$ cat src/rtl/core/rrts_pkg.sv
// Shared types and constants of the round-robin task scheduler.
// Used by the scheduler top level; depends on nothing.
package rrts_pkg;

   localparam int DEFAULT_SLOT_COUNT = 32;

   localparam int CMD_W    = 2;
   localparam int SLOT_W   = 5;
   localparam int STATUS_W = 2;
   localparam int COUNT_W  = 6;

   typedef enum logic [CMD_W-1:0] {
      CMD_ALLOC = 2'd0,
      CMD_RUN   = 2'd1,
      CMD_TICK  = 2'd2,
      CMD_SLEEP = 2'd3
   } cmd_type;

   typedef enum logic [STATUS_W-1:0] {
      STATUS_DONE        = 2'd0,
      STATUS_NO_FREE     = 2'd1,
      STATUS_ALREADY     = 2'd2,
      STATUS_NOT_RUNNING = 2'd3
   } status_type;

   typedef enum logic [1:0] {
      SS_FREE  = 2'd0,
      SS_ALLOC = 2'd1,
      SS_RUN   = 2'd2
   } slot_state_type;

   typedef enum logic [2:0] {
      FSM_IDLE = 3'b001,
      FSM_SCAN = 3'b010,
      FSM_DONE = 3'b100
   } fsm_type;

endpackage

$ cat src/rtl/core/rrts_cell.sv
// One storage cell of the scheduler's circulating rows.
// Holds one entry and takes its neighbor's entry when the row shifts; no dependencies.
module rrts_cell #(
   parameter int               WIDTH = 2,
   parameter logic [WIDTH-1:0] INIT  = '0
) (
   input  logic             clock,
   input  logic             reset,
   input  logic             shift,
   input  logic [WIDTH-1:0] data_in,
   output logic [WIDTH-1:0] data_out
);

   logic [WIDTH-1:0] data_ff;
   logic [WIDTH-1:0] data_in_sel;

   assign data_in_sel = shift ? data_in : data_ff;

   always_ff @(posedge clock) begin
      if (reset) begin
         data_ff <= INIT;
      end else begin
         data_ff <= data_in_sel;
      end
   end

   assign data_out = data_ff;

endmodule

$ cat src/rtl/core/round_robin_task_scheduler.sv
// Round-robin task scheduler top level: control sequencer and two rows of cells.
// Depends on rrts_pkg and rrts_cell.
//
// Each item is scanned through the rows and then loaded into the output register,
// and one item is processed at a time: a new item is accepted only once the
// result of the last one has been loaded, and loading waits while an earlier
// result has not been taken. The slot-state row and the run-list row rotate
// once through all SLOT_COUNT cells per item so that every entry passes the
// head cell, where allocation, appends, removal with gap closing and state
// updates happen. The input side is ready again while a finished result still
// waits to be taken. After reset, slot 0 is running alone at position 0 and all
// other slots are free.
module round_robin_task_scheduler #(
   parameter int SLOT_COUNT = rrts_pkg::DEFAULT_SLOT_COUNT
) (
   input  logic                          clock,
   input  logic                          reset,
   input  logic                          req_valid,
   output logic                          req_ready,
   input  logic [rrts_pkg::CMD_W-1:0]    req_command,
   input  logic [rrts_pkg::SLOT_W-1:0]   req_task_slot,
   output logic                          rsp_valid,
   input  logic                          rsp_ready,
   output logic [rrts_pkg::STATUS_W-1:0] rsp_status,
   output logic [rrts_pkg::SLOT_W-1:0]   rsp_granted_slot,
   output logic                          rsp_switched,
   output logic [rrts_pkg::SLOT_W-1:0]   rsp_current_slot,
   output logic [rrts_pkg::COUNT_W-1:0]  rsp_running_count
);

   import rrts_pkg::*;

   localparam int SW = $clog2(SLOT_COUNT);
   localparam int CW = $clog2(SLOT_COUNT + 1);
   localparam int MW = (SW > SLOT_W) ? SW : SLOT_W;
   localparam logic [SW-1:0] LAST_IDX   = SW'(SLOT_COUNT - 1);
   localparam logic [CW-1:0] FULL_COUNT = CW'(SLOT_COUNT);

   logic [1:0]    st_q [SLOT_COUNT];
   logic [SW-1:0] ls_q [SLOT_COUNT];
   logic [1:0]    st_tail;
   logic [SW-1:0] ls_tail;
   logic          shift;

   fsm_type             fsm_ff, fsm_in;
   logic [SW-1:0]       idx_ff, idx_in;
   cmd_type             cmd_ff, cmd_in;
   logic [SLOT_W-1:0]   slot_ff, slot_in;
   logic                slot_ok_ff, slot_ok_in;
   logic [CW-1:0]       count_ff, count_in;
   logic [SW-1:0]       pos_ff, pos_in;
   logic                found_ff, found_in;
   logic [SW-1:0]       grant_ff, grant_in;
   logic [1:0]          hit_state_ff, hit_state_in;
   logic                removed_ff, removed_in;
   logic [SW-1:0]       rpos_ff, rpos_in;
   logic [SW-1:0]       hp_ff, hp_in;
   logic [SW-1:0]       hp1_ff, hp1_in;
   logic [SW-1:0]       h0_ff, h0_in;
   logic                rsp_valid_ff, rsp_valid_in;
   status_type          rsp_status_ff, rsp_status_in;
   logic [SLOT_W-1:0]   rsp_granted_ff, rsp_granted_in;
   logic                rsp_switched_ff, rsp_switched_in;
   logic [SLOT_W-1:0]   rsp_current_ff, rsp_current_in;
   logic [COUNT_W-1:0]  rsp_count_ff, rsp_count_in;

   logic [CW-1:0] idx_cw;
   logic          in_list;
   logic          slot_hit;
   logic          list_hit;
   logic          alloc_hit;
   logic          load;

   status_type    res_status;
   logic [SW-1:0] res_granted;
   logic          res_switched;
   logic [SW-1:0] res_cur;
   logic [CW-1:0] res_count;
   logic [SW-1:0] res_pos;
   logic          run_ok;

   assign shift = (fsm_ff == FSM_SCAN);

   for (genvar k = 0; k < SLOT_COUNT; k++) begin : g_cell
      logic [1:0]    st_d;
      logic [SW-1:0] ls_d;

      if (k == SLOT_COUNT - 1) begin : g_tail
         assign st_d = st_tail;
         assign ls_d = ls_tail;
      end else begin : g_body
         assign st_d = st_q[k+1];
         assign ls_d = ls_q[k+1];
      end

      rrts_cell #(
         .WIDTH (2),
         .INIT  ((k == 0) ? 2'(SS_RUN) : 2'(SS_FREE))
      ) u_state_cell (
         .clock    (clock),
         .reset    (reset),
         .shift    (shift),
         .data_in  (st_d),
         .data_out (st_q[k])
      );

      rrts_cell #(
         .WIDTH (SW),
         .INIT  ('0)
      ) u_list_cell (
         .clock    (clock),
         .reset    (reset),
         .shift    (shift),
         .data_in  (ls_d),
         .data_out (ls_q[k])
      );
   end

   // Head cell logic: the entry at the head moves to the tail, possibly modified.
   always_comb begin
      idx_cw    = CW'(idx_ff);
      in_list   = (idx_cw < count_ff);
      slot_hit  = (MW'(idx_ff) == MW'(slot_ff));
      alloc_hit = (cmd_ff == CMD_ALLOC) && !found_ff && (st_q[0] == SS_FREE);
      list_hit  = (cmd_ff == CMD_SLEEP) && in_list && !removed_ff
                  && (MW'(ls_q[0]) == MW'(slot_ff));

      st_tail = st_q[0];
      if (alloc_hit) begin
         st_tail = SS_ALLOC;
      end
      if (slot_hit && (cmd_ff == CMD_RUN) && (st_q[0] != SS_RUN)
          && (count_ff != FULL_COUNT)) begin
         st_tail = SS_RUN;
      end
      if (slot_hit && (cmd_ff == CMD_SLEEP) && (st_q[0] == SS_RUN)) begin
         st_tail = SS_ALLOC;
      end

      if ((cmd_ff == CMD_RUN) && (idx_cw == count_ff)) begin
         ls_tail = SW'(slot_ff);
      end else if (removed_ff || list_hit) begin
         ls_tail = ls_q[1];
      end else begin
         ls_tail = ls_q[0];
      end
   end

   // Result of the item once the rows have gone round.
   always_comb begin
      res_status   = STATUS_DONE;
      res_granted  = '0;
      res_switched = 1'b0;
      res_count    = count_ff;
      res_pos      = pos_ff;
      res_cur      = (count_ff != '0) ? hp_ff : '0;
      run_ok       = slot_ok_ff && (hit_state_ff != SS_RUN) && (count_ff != FULL_COUNT);

      case (cmd_ff)
         CMD_ALLOC: begin
            if (found_ff) begin
               res_granted = grant_ff;
            end else begin
               res_status = STATUS_NO_FREE;
            end
         end
         CMD_RUN: begin
            if (!slot_ok_ff) begin
               res_status = STATUS_NOT_RUNNING;
            end else if (hit_state_ff == SS_RUN) begin
               res_status = STATUS_ALREADY;
            end
            if (run_ok) begin
               res_count = count_ff + CW'(1);
               if (count_ff == '0) begin
                  res_cur = SW'(slot_ff);
               end
            end
         end
         CMD_TICK: begin
            if (count_ff >= CW'(2)) begin
               res_switched = 1'b1;
               if (CW'(pos_ff) + CW'(1) == count_ff) begin
                  res_pos = '0;
                  res_cur = h0_ff;
               end else begin
                  res_pos = pos_ff + SW'(1);
                  res_cur = hp1_ff;
               end
            end
         end
         CMD_SLEEP: begin
            if (!removed_ff) begin
               res_status = STATUS_NOT_RUNNING;
            end else begin
               res_count = count_ff - CW'(1);
               if (res_count == '0) begin
                  res_pos = '0;
                  res_cur = '0;
               end else if (rpos_ff < pos_ff) begin
                  res_pos = pos_ff - SW'(1);
               end else if (rpos_ff == pos_ff) begin
                  res_switched = 1'b1;
                  if (CW'(pos_ff) < res_count) begin
                     res_cur = hp1_ff;
                  end else begin
                     res_pos = '0;
                     res_cur = h0_ff;
                  end
               end
            end
         end
         default: begin
            res_status = STATUS_DONE;
         end
      endcase
   end

   assign req_ready = (fsm_ff == FSM_IDLE);
   assign load      = (fsm_ff == FSM_DONE) && (!rsp_valid_ff || rsp_ready);

   always_comb begin
      fsm_in       = fsm_ff;
      idx_in       = idx_ff;
      cmd_in       = cmd_ff;
      slot_in      = slot_ff;
      slot_ok_in   = slot_ok_ff;
      count_in     = count_ff;
      pos_in       = pos_ff;
      found_in     = found_ff;
      grant_in     = grant_ff;
      hit_state_in = hit_state_ff;
      removed_in   = removed_ff;
      rpos_in      = rpos_ff;
      hp_in        = hp_ff;
      hp1_in       = hp1_ff;
      h0_in        = h0_ff;

      case (fsm_ff)
         FSM_IDLE: begin
            if (req_valid) begin
               fsm_in       = FSM_SCAN;
               idx_in       = '0;
               cmd_in       = cmd_type'(req_command);
               slot_in      = req_task_slot;
               slot_ok_in   = (int'(req_task_slot) < SLOT_COUNT);
               found_in     = 1'b0;
               removed_in   = 1'b0;
               hit_state_in = SS_FREE;
            end
         end
         FSM_SCAN: begin
            if (idx_ff == LAST_IDX) begin
               fsm_in = FSM_DONE;
               idx_in = '0;
            end else begin
               idx_in = idx_ff + SW'(1);
            end
            if (alloc_hit) begin
               found_in = 1'b1;
               grant_in = idx_ff;
            end
            if (slot_hit) begin
               hit_state_in = st_q[0];
            end
            if (list_hit) begin
               removed_in = 1'b1;
               rpos_in    = idx_ff;
            end
            if (idx_ff == pos_ff) begin
               hp_in = ls_q[0];
            end
            if (idx_cw == CW'(pos_ff) + CW'(1)) begin
               hp1_in = ls_q[0];
            end
            if (idx_ff == '0) begin
               h0_in = ls_q[0];
            end
         end
         FSM_DONE: begin
            if (load) begin
               fsm_in   = FSM_IDLE;
               count_in = res_count;
               pos_in   = res_pos;
            end
         end
         default: begin
            fsm_in = FSM_IDLE;
         end
      endcase

      rsp_valid_in    = load || (rsp_valid_ff && !rsp_ready);
      rsp_status_in   = load ? res_status : rsp_status_ff;
      rsp_granted_in  = load ? SLOT_W'(res_granted) : rsp_granted_ff;
      rsp_switched_in = load ? res_switched : rsp_switched_ff;
      rsp_current_in  = load ? SLOT_W'(res_cur) : rsp_current_ff;
      rsp_count_in    = load ? COUNT_W'(res_count) : rsp_count_ff;
   end

   always_ff @(posedge clock) begin
      if (reset) begin
         fsm_ff       <= FSM_IDLE;
         count_ff     <= CW'(1);
         pos_ff       <= '0;
         rsp_valid_ff <= 1'b0;
      end else begin
         fsm_ff       <= fsm_in;
         count_ff     <= count_in;
         pos_ff       <= pos_in;
         rsp_valid_ff <= rsp_valid_in;
      end
   end

   always_ff @(posedge clock) begin
      idx_ff          <= idx_in;
      cmd_ff          <= cmd_in;
      slot_ff         <= slot_in;
      slot_ok_ff      <= slot_ok_in;
      found_ff        <= found_in;
      grant_ff        <= grant_in;
      hit_state_ff    <= hit_state_in;
      removed_ff      <= removed_in;
      rpos_ff         <= rpos_in;
      hp_ff           <= hp_in;
      hp1_ff          <= hp1_in;
      h0_ff           <= h0_in;
      rsp_status_ff   <= rsp_status_in;
      rsp_granted_ff  <= rsp_granted_in;
      rsp_switched_ff <= rsp_switched_in;
      rsp_current_ff  <= rsp_current_in;
      rsp_count_ff    <= rsp_count_in;
   end

   assign rsp_valid         = rsp_valid_ff;
   assign rsp_status        = rsp_status_ff;
   assign rsp_granted_slot  = rsp_granted_ff;
   assign rsp_switched      = rsp_switched_ff;
   assign rsp_current_slot  = rsp_current_ff;
   assign rsp_running_count = rsp_count_ff;

endmodule

$ cat config.mk
export PLATFORM = sky130hd
export DESIGN_NAME = round_robin_task_scheduler
export DESIGN_NICKNAME = d
export VERILOG_FILES = /design/src/rtl/core/rrts_pkg.sv /design/src/rtl/core/rrts_cell.sv /design/src/rtl/core/round_robin_task_scheduler.sv
export SDC_FILE = /design/constraint.sdc
export NUM_CORES = 1
export LEC_CHECK = 0
export ABC_AREA = 1
export BUFFER_PORTS_ARGS = -buffer_cell sky130_fd_sc_hd__buf_2
export CORE_ASPECT_RATIO = 0.6
export CORE_MARGIN = 1
export CORE_UTILIZATION = 60
export DETAILED_ROUTE_END_ITERATION = 8
export PLACE_DENSITY = 0.88
export SYNTH_ARGS = -nofsm -noshare
export SYNTH_HDL_FRONTEND = slang
export SYNTH_HIERARCHICAL = 1
export SYNTH_SLANG_ARGS = --single-unit
$ cat constraint.sdc
create_clock -name clock -period 10.04 [get_ports clock]
set_input_delay 0.502 -clock clock [delete_from_list [all_inputs] [get_ports clock]]
set_output_delay 0.502 -clock clock [all_outputs]
set_load 0.01 [all_outputs]
# After elaboration in Yosys (flattened, before gate mapping)
# Index checks and enable logic that the tools add are counted.
dict set report op_classes {
  n_addsub 6
  magnitude_cmp 4
  eq_ne 29
  n_mux 52
  reduce_logical 43
}
# operator n
set op_table {}
lappend op_table {{$mux W5} 21}
lappend op_table {{$eq A5 B5 Y1} 4}
lappend op_table {{$ne A2 B2 Y1 const B} 10}
lappend op_table {{$pmux W5 S2} 2}
lappend op_table {{$reduce_and A2 Y1} 9}
lappend op_table {{$pmux W5 S3} 1}
lappend op_table {{$logic_and A1 B1 Y1} 14}
lappend op_table {{$mux W2} 7}
lappend op_table {{$eq A5 B6 Y1} 2}
lappend op_table {{$logic_not A6 Y1} 2}
lappend op_table {{$lt A5 B6 Y1} 2}
lappend op_table {{$mux W6} 2}
lappend op_table {{$pmux W6 S2} 1}
lappend op_table {{$reduce_and A3 Y1} 4}
lappend op_table {{$add A5 B1 Y5 const B} 2}
lappend op_table {{$mux W1} 9}
lappend op_table {{$mux W3} 3}
lappend op_table {{$pmux W3 S3} 1}
lappend op_table {{$eq A2 B2 Y1 const B} 4}
lappend op_table {{$reduce_and A7 Y1} 1}
lappend op_table {{$add A5 B1 Y6 const B} 1}
lappend op_table {{$add A6 B1 Y6 const B} 1}
lappend op_table {{$eq A6 B6 Y1} 1}
lappend op_table {{$ge A6 B2 Y1 const B} 1}
lappend op_table {{other kinds (20)} 29}
dict set report totals {
  ff_bits 299
  in_bits 11
  output_inout_bits 21
  elab_cells 218
}

# Depth between registers and ports, before layout
dict set report depth {
  ltp_word 8
  depth_mapped 15
  ltp_nobuf 15
}

# Cells and area by module
# Netlist, hierarchy kept.
# module instances cells_each area_each_um2 seq_area_each_um2
set modules_own_cells {}
lappend modules_own_cells {{rrts_cell at g_cell[0].u_list_cell ...} 32 32 209.0 100.1}
lappend modules_own_cells {round_robin_task_scheduler 1 542 4540.6 2102.0}
lappend modules_own_cells {{rrts_cell at g_cell[10].u_state_cell ...} 31 13 81.3 40.0}
lappend modules_own_cells {{rrts_cell at g_cell[0].u_state_cell} 1 12 78.8 40.0}

# Least setup slack after synthesis
# Ideal clock, no wire load.
dict set report synth_path {
  kind {reg2reg}
  start {reg fsm_ff[0]}
  end {reg hp1_ff[0] (enable)}
  setup_ns 0.381
  t_arrival_ns 7.146
  required_ns 9.659
  setup_slack_ns 2.513
  stages_incl_launch_ff 6
  n_path_buf 0
  period_less_slack_ns 7.527
  path_cell_list {dfxtp_1 > nor3_2 > inv_1 > nor3_1 > nand2_1 > nor4_1}
}
dict set report synth_between {
  elab_chain_len 2
}
# item line_no
set synth_lines {}
lappend synth_lines {{start: declaration} round_robin_task_scheduler.sv:45} ;# fsm_type fsm_ff, fsm_in;
lappend synth_lines {{start signal: assignment} round_robin_task_scheduler.sv:307} ;# fsm_ff <= fsm_in;
lappend synth_lines {{$eq A3 B2 Y1} round_robin_task_scheduler.sv:239} ;# case (fsm_ff)
lappend synth_lines {{$reduce_and A2 Y1 (no source line)} n/a}
lappend synth_lines {{end signal: assignment} round_robin_task_scheduler.sv:325} ;# hp1_ff <= hp1_in;
lappend synth_lines {{end: declaration} round_robin_task_scheduler.sv:58} ;# logic [SW-1:0] hp1_ff, hp1_in;
# No other way between the ends.
# A chain may end at the register's enable or synchronous reset.

# Final worst setup path
dict set report layout_path {
  start {reg fsm_ff[2]}
  end {reg hp1_ff[2] (enable)}
}
# Same word-level chain as after synthesis.

==> results.md <==
* Outcome: finished clean
* PortBufs at 31
* Top cell type's share of synthesized area at about a third
* Crit path max-delay family: simple AND/OR/NAND/NOR gates
* DRT Wirelength at 27.2 mm
* Most used DFF post-synth: dfxtp_1
* Worst Path Max Fanout at 81
* H-tree lvl count at 1
* Routed via count at 11173
* Measured slew at the worst slew-check pin at between 1000 and 1500 ps
* Final Power at 2.58 mW
* WL/cell at 11.6 microns
* GRT overflow at 0
* CTS clock-pin slew for the worst setup and hold paths at 70 ps
* Area Growth Syn to Fin at 8.01%
* Register area share after synthesis at 47.6%
* Worst Hold Class: primary input to register
* Register-to-Register Path Depth at 6
* Critical path, cell by cell: nor3_4 -> buf_4 -> inv_1 -> nor3_1 -> nand2_1 -> nor4_1
* Synth Cell Area at 13800 sq um
* Post-CTS sizing at 0
* Via density at 4.79
* Initial Utilization at 61.9%
* Leak at 6.39 nW
* Die height at 120 microns
* Clock period minus worst slack at 2870 ps
* Worst hold endpoint: slot_ff[0]
* Largest net degree at the start of global routing at 133
* Gpl congestion at approximately 0.99
* Worst setup path class: register to register
* # setup viols final at 0
* RR Startpoint: fsm_ff[2]
* EDFF count, synth at 60
* R2R Setup Slk at 7170 ps
* Worst Path Required at 10210 ps
* Min-Delay Path Depth at 1
* DIE AREA at 23700 sq um
* Most common cell after layout, fill and taps aside: nand2_1
* First-pass GRT wire length at 46.0 mm
* FFs w/ async S/R, synth at 0%
* DRT Pass-1 Iters at 7
* Final ANT Viol Nets at 0
* Die Wd at roughly 200 microns
* Most frequent cells in the layout: nand2_1, nor2_1, inv_1
* Worst Path Buf+Inv at 2
* Rel. slew slack at 23.5%
* Critical path's largest stage delay at about 730 ps
* Register bit total from synthesis at about 300
* Final period util at ~29%
* Synthesized area per cell at approximately 7.0 sq um
* Initial antenna violation count at 0
* Yosys warns at 6
* Root buffer selected by CTS: clkbuf_16
* Antenna diode count at 0
* Global Route Usage Sum at 23.6%
* DRC at 0
* Worst-skew pair later-pin latency at 550 ps
* Core area at 22300 sq um
* Core Rows at 42
* Layout fillers at about 1800
* CTS Sinks at 299
* DRT iter0 DRCs at 960
* Net Count, Synth at about 2000
* Setup crit end kind: register
* Max IR drop VDD at 163 uV
* Num ports at 32
* Final HPWL DP at 18.5 mm
* Pwr Density at roughly 170 nW/um^2
* Synth cell types at 42
* Total Nets Final at between 2000 and 2500
* F_max at 348 MHz
* Top post-synthesis cells by area: dfxtp_1, nand2_1, nor2_1
* Slowest cell on crit path: nor4_1
* Hold Violations, Final at 0
* Clk buf depth at 3
* Vias in the first global route at 10039
* Mapped Cells at 1981
* Worst R2R End: hp1_ff[2]
* Utilization after layout at 66.9%
* Final TNS setup at 0 ps
* CTS tree: done
* Post-CTS Hold Fix Bufs at 0
* Layout cells sized above 1 at 5.43%
* Worst endpoint data arrival time at ~3100 ps
* Hold path start: req_task_slot[0]
* Synth area leader: dfxtp_1
* Clk_skew at 11.0 ps
* Number of CTS-inserted buffers at 27
* Setup Buffers After CTS at 0
* CP startpoint kind: register
* Count of pins over their slew limit at 0
* Max Cap Viol at 0
* RSZ-0062 raised after global routing: false
==> logic make-up (layout without fill, tap and decap cells) <==
| group | count (synthesis) | count (layout) | share of synthesized area, % |
|---|---|---|---|
| xor+xnor | 19 | 19 | 1.26 |
| flops | 299 | 299 | 47.6 |
| fa+ha+maj | 24 | 24 | 2.17 |
| buf+inv | 410 | 455 | 13.0 |
| simple gates | 1149 | 1149 | 32.7 |
| compound gates | 80 | 80 | 3.27 |
==> cell usage after synthesis, types with 2 or more instances <==
library cell,number
nor3_1,6
o21ai_0,26
o22ai_1,8
nand3_2,2
buf_2,2
a31oi_1,5
ha_1,24
buf_6,33
clkbuf_1,4
nand2_1,547
nor3_2,2
o21bai_1,3
nand3_1,48
edfxtp_1,60
xor2_1,12
nand2_2,8
o21ai_1,3
clkinv_1,2
nor4_1,2
nor2_1,508
inv_2,6
o221ai_1,3
nand3b_1,2
o211ai_1,2
a21oi_1,26
nand4_1,13
nor2_2,4
inv_1,362
o21a_1,2
xnor2_1,6
dfxtp_1,239
==> report_power, final <==
part / switching (mW) / internal [mW] / leakage, nW
combinational: 0.133 / 0.0728 / 3.42
clock: 0.448 / 0.616 / 0.458
sequential: 0.0349 / 1.27 / 2.51
total: 0.616 / 1.96 / 6.39
==> layout make-up <==
cell class / instances / area [sq um] / area share [%]
Clock buffer: 39 / 812 / 5.44
Clock inverter: 10 / 115 / 0.771
Multi-Input combinational cell: 1272 / 5450 / 36.5
Timing Repair Buffer: 36 / 193 / 1.29
Sequential cell: 299 / 6590 / 44.1
Inverter: 370 / 1390 / 9.30
Tap cell: 308 / 385 / 2.58
==> layer usage <==
metal / routed length [microns] / vias up / global-route usage [%]
met5: 0 / - / 0
li1: - / 5912 / -
met2: 11600 / 356 / 36.7
met3: 2240 / 47 / 5.23
met4: 518 / 0 / 5.86
met1: 12900 / 4858 / 33.2
==> worst max path at each step <==
stage | cells past startpoint | slack, ps | startpoint | endpoint
floorplan | 5 | 2510 | fsm_ff[0] | hp1_ff[0]
global placement | 7 | 7320 | fsm_ff[1] | hp1_ff[0]
detailed placement | 6 | 7220 | fsm_ff[2] | hp1_ff[2]
CTS | 6 | 7200 | fsm_ff[2] | hp1_ff[2]
global route | 7 | 6920 | fsm_ff[1] | hp1_ff[0]
finish | 6 | 7170 | fsm_ff[2] | hp1_ff[2]
==> per-stage QoR <==
stage / hold slack (ps) / instances / area (sq um) / setup slack (ps)
after floorplan: 439 / 1981 / 13800 / 2510
after global placement: 457 / 2285 / 14000 / 7320
after detailed placement: 463 / 2285 / 14000 / 7220
after CTS: 104 / 2334 / 14900 / 7200
after global routing: 115 / 2334 / 14900 / 6920
final: 129 / 2334 / 14900 / 7170
==> state kept, by name (all words and copies together) (netlist names), 6 cells and up <==
name / cells
g_cell.u_list_cell/data_out: 160
g_cell.u_state_cell/data_out: 64
count_ff: 6
rsp_running_count: 6
Power figures use the tool's default switching activity.
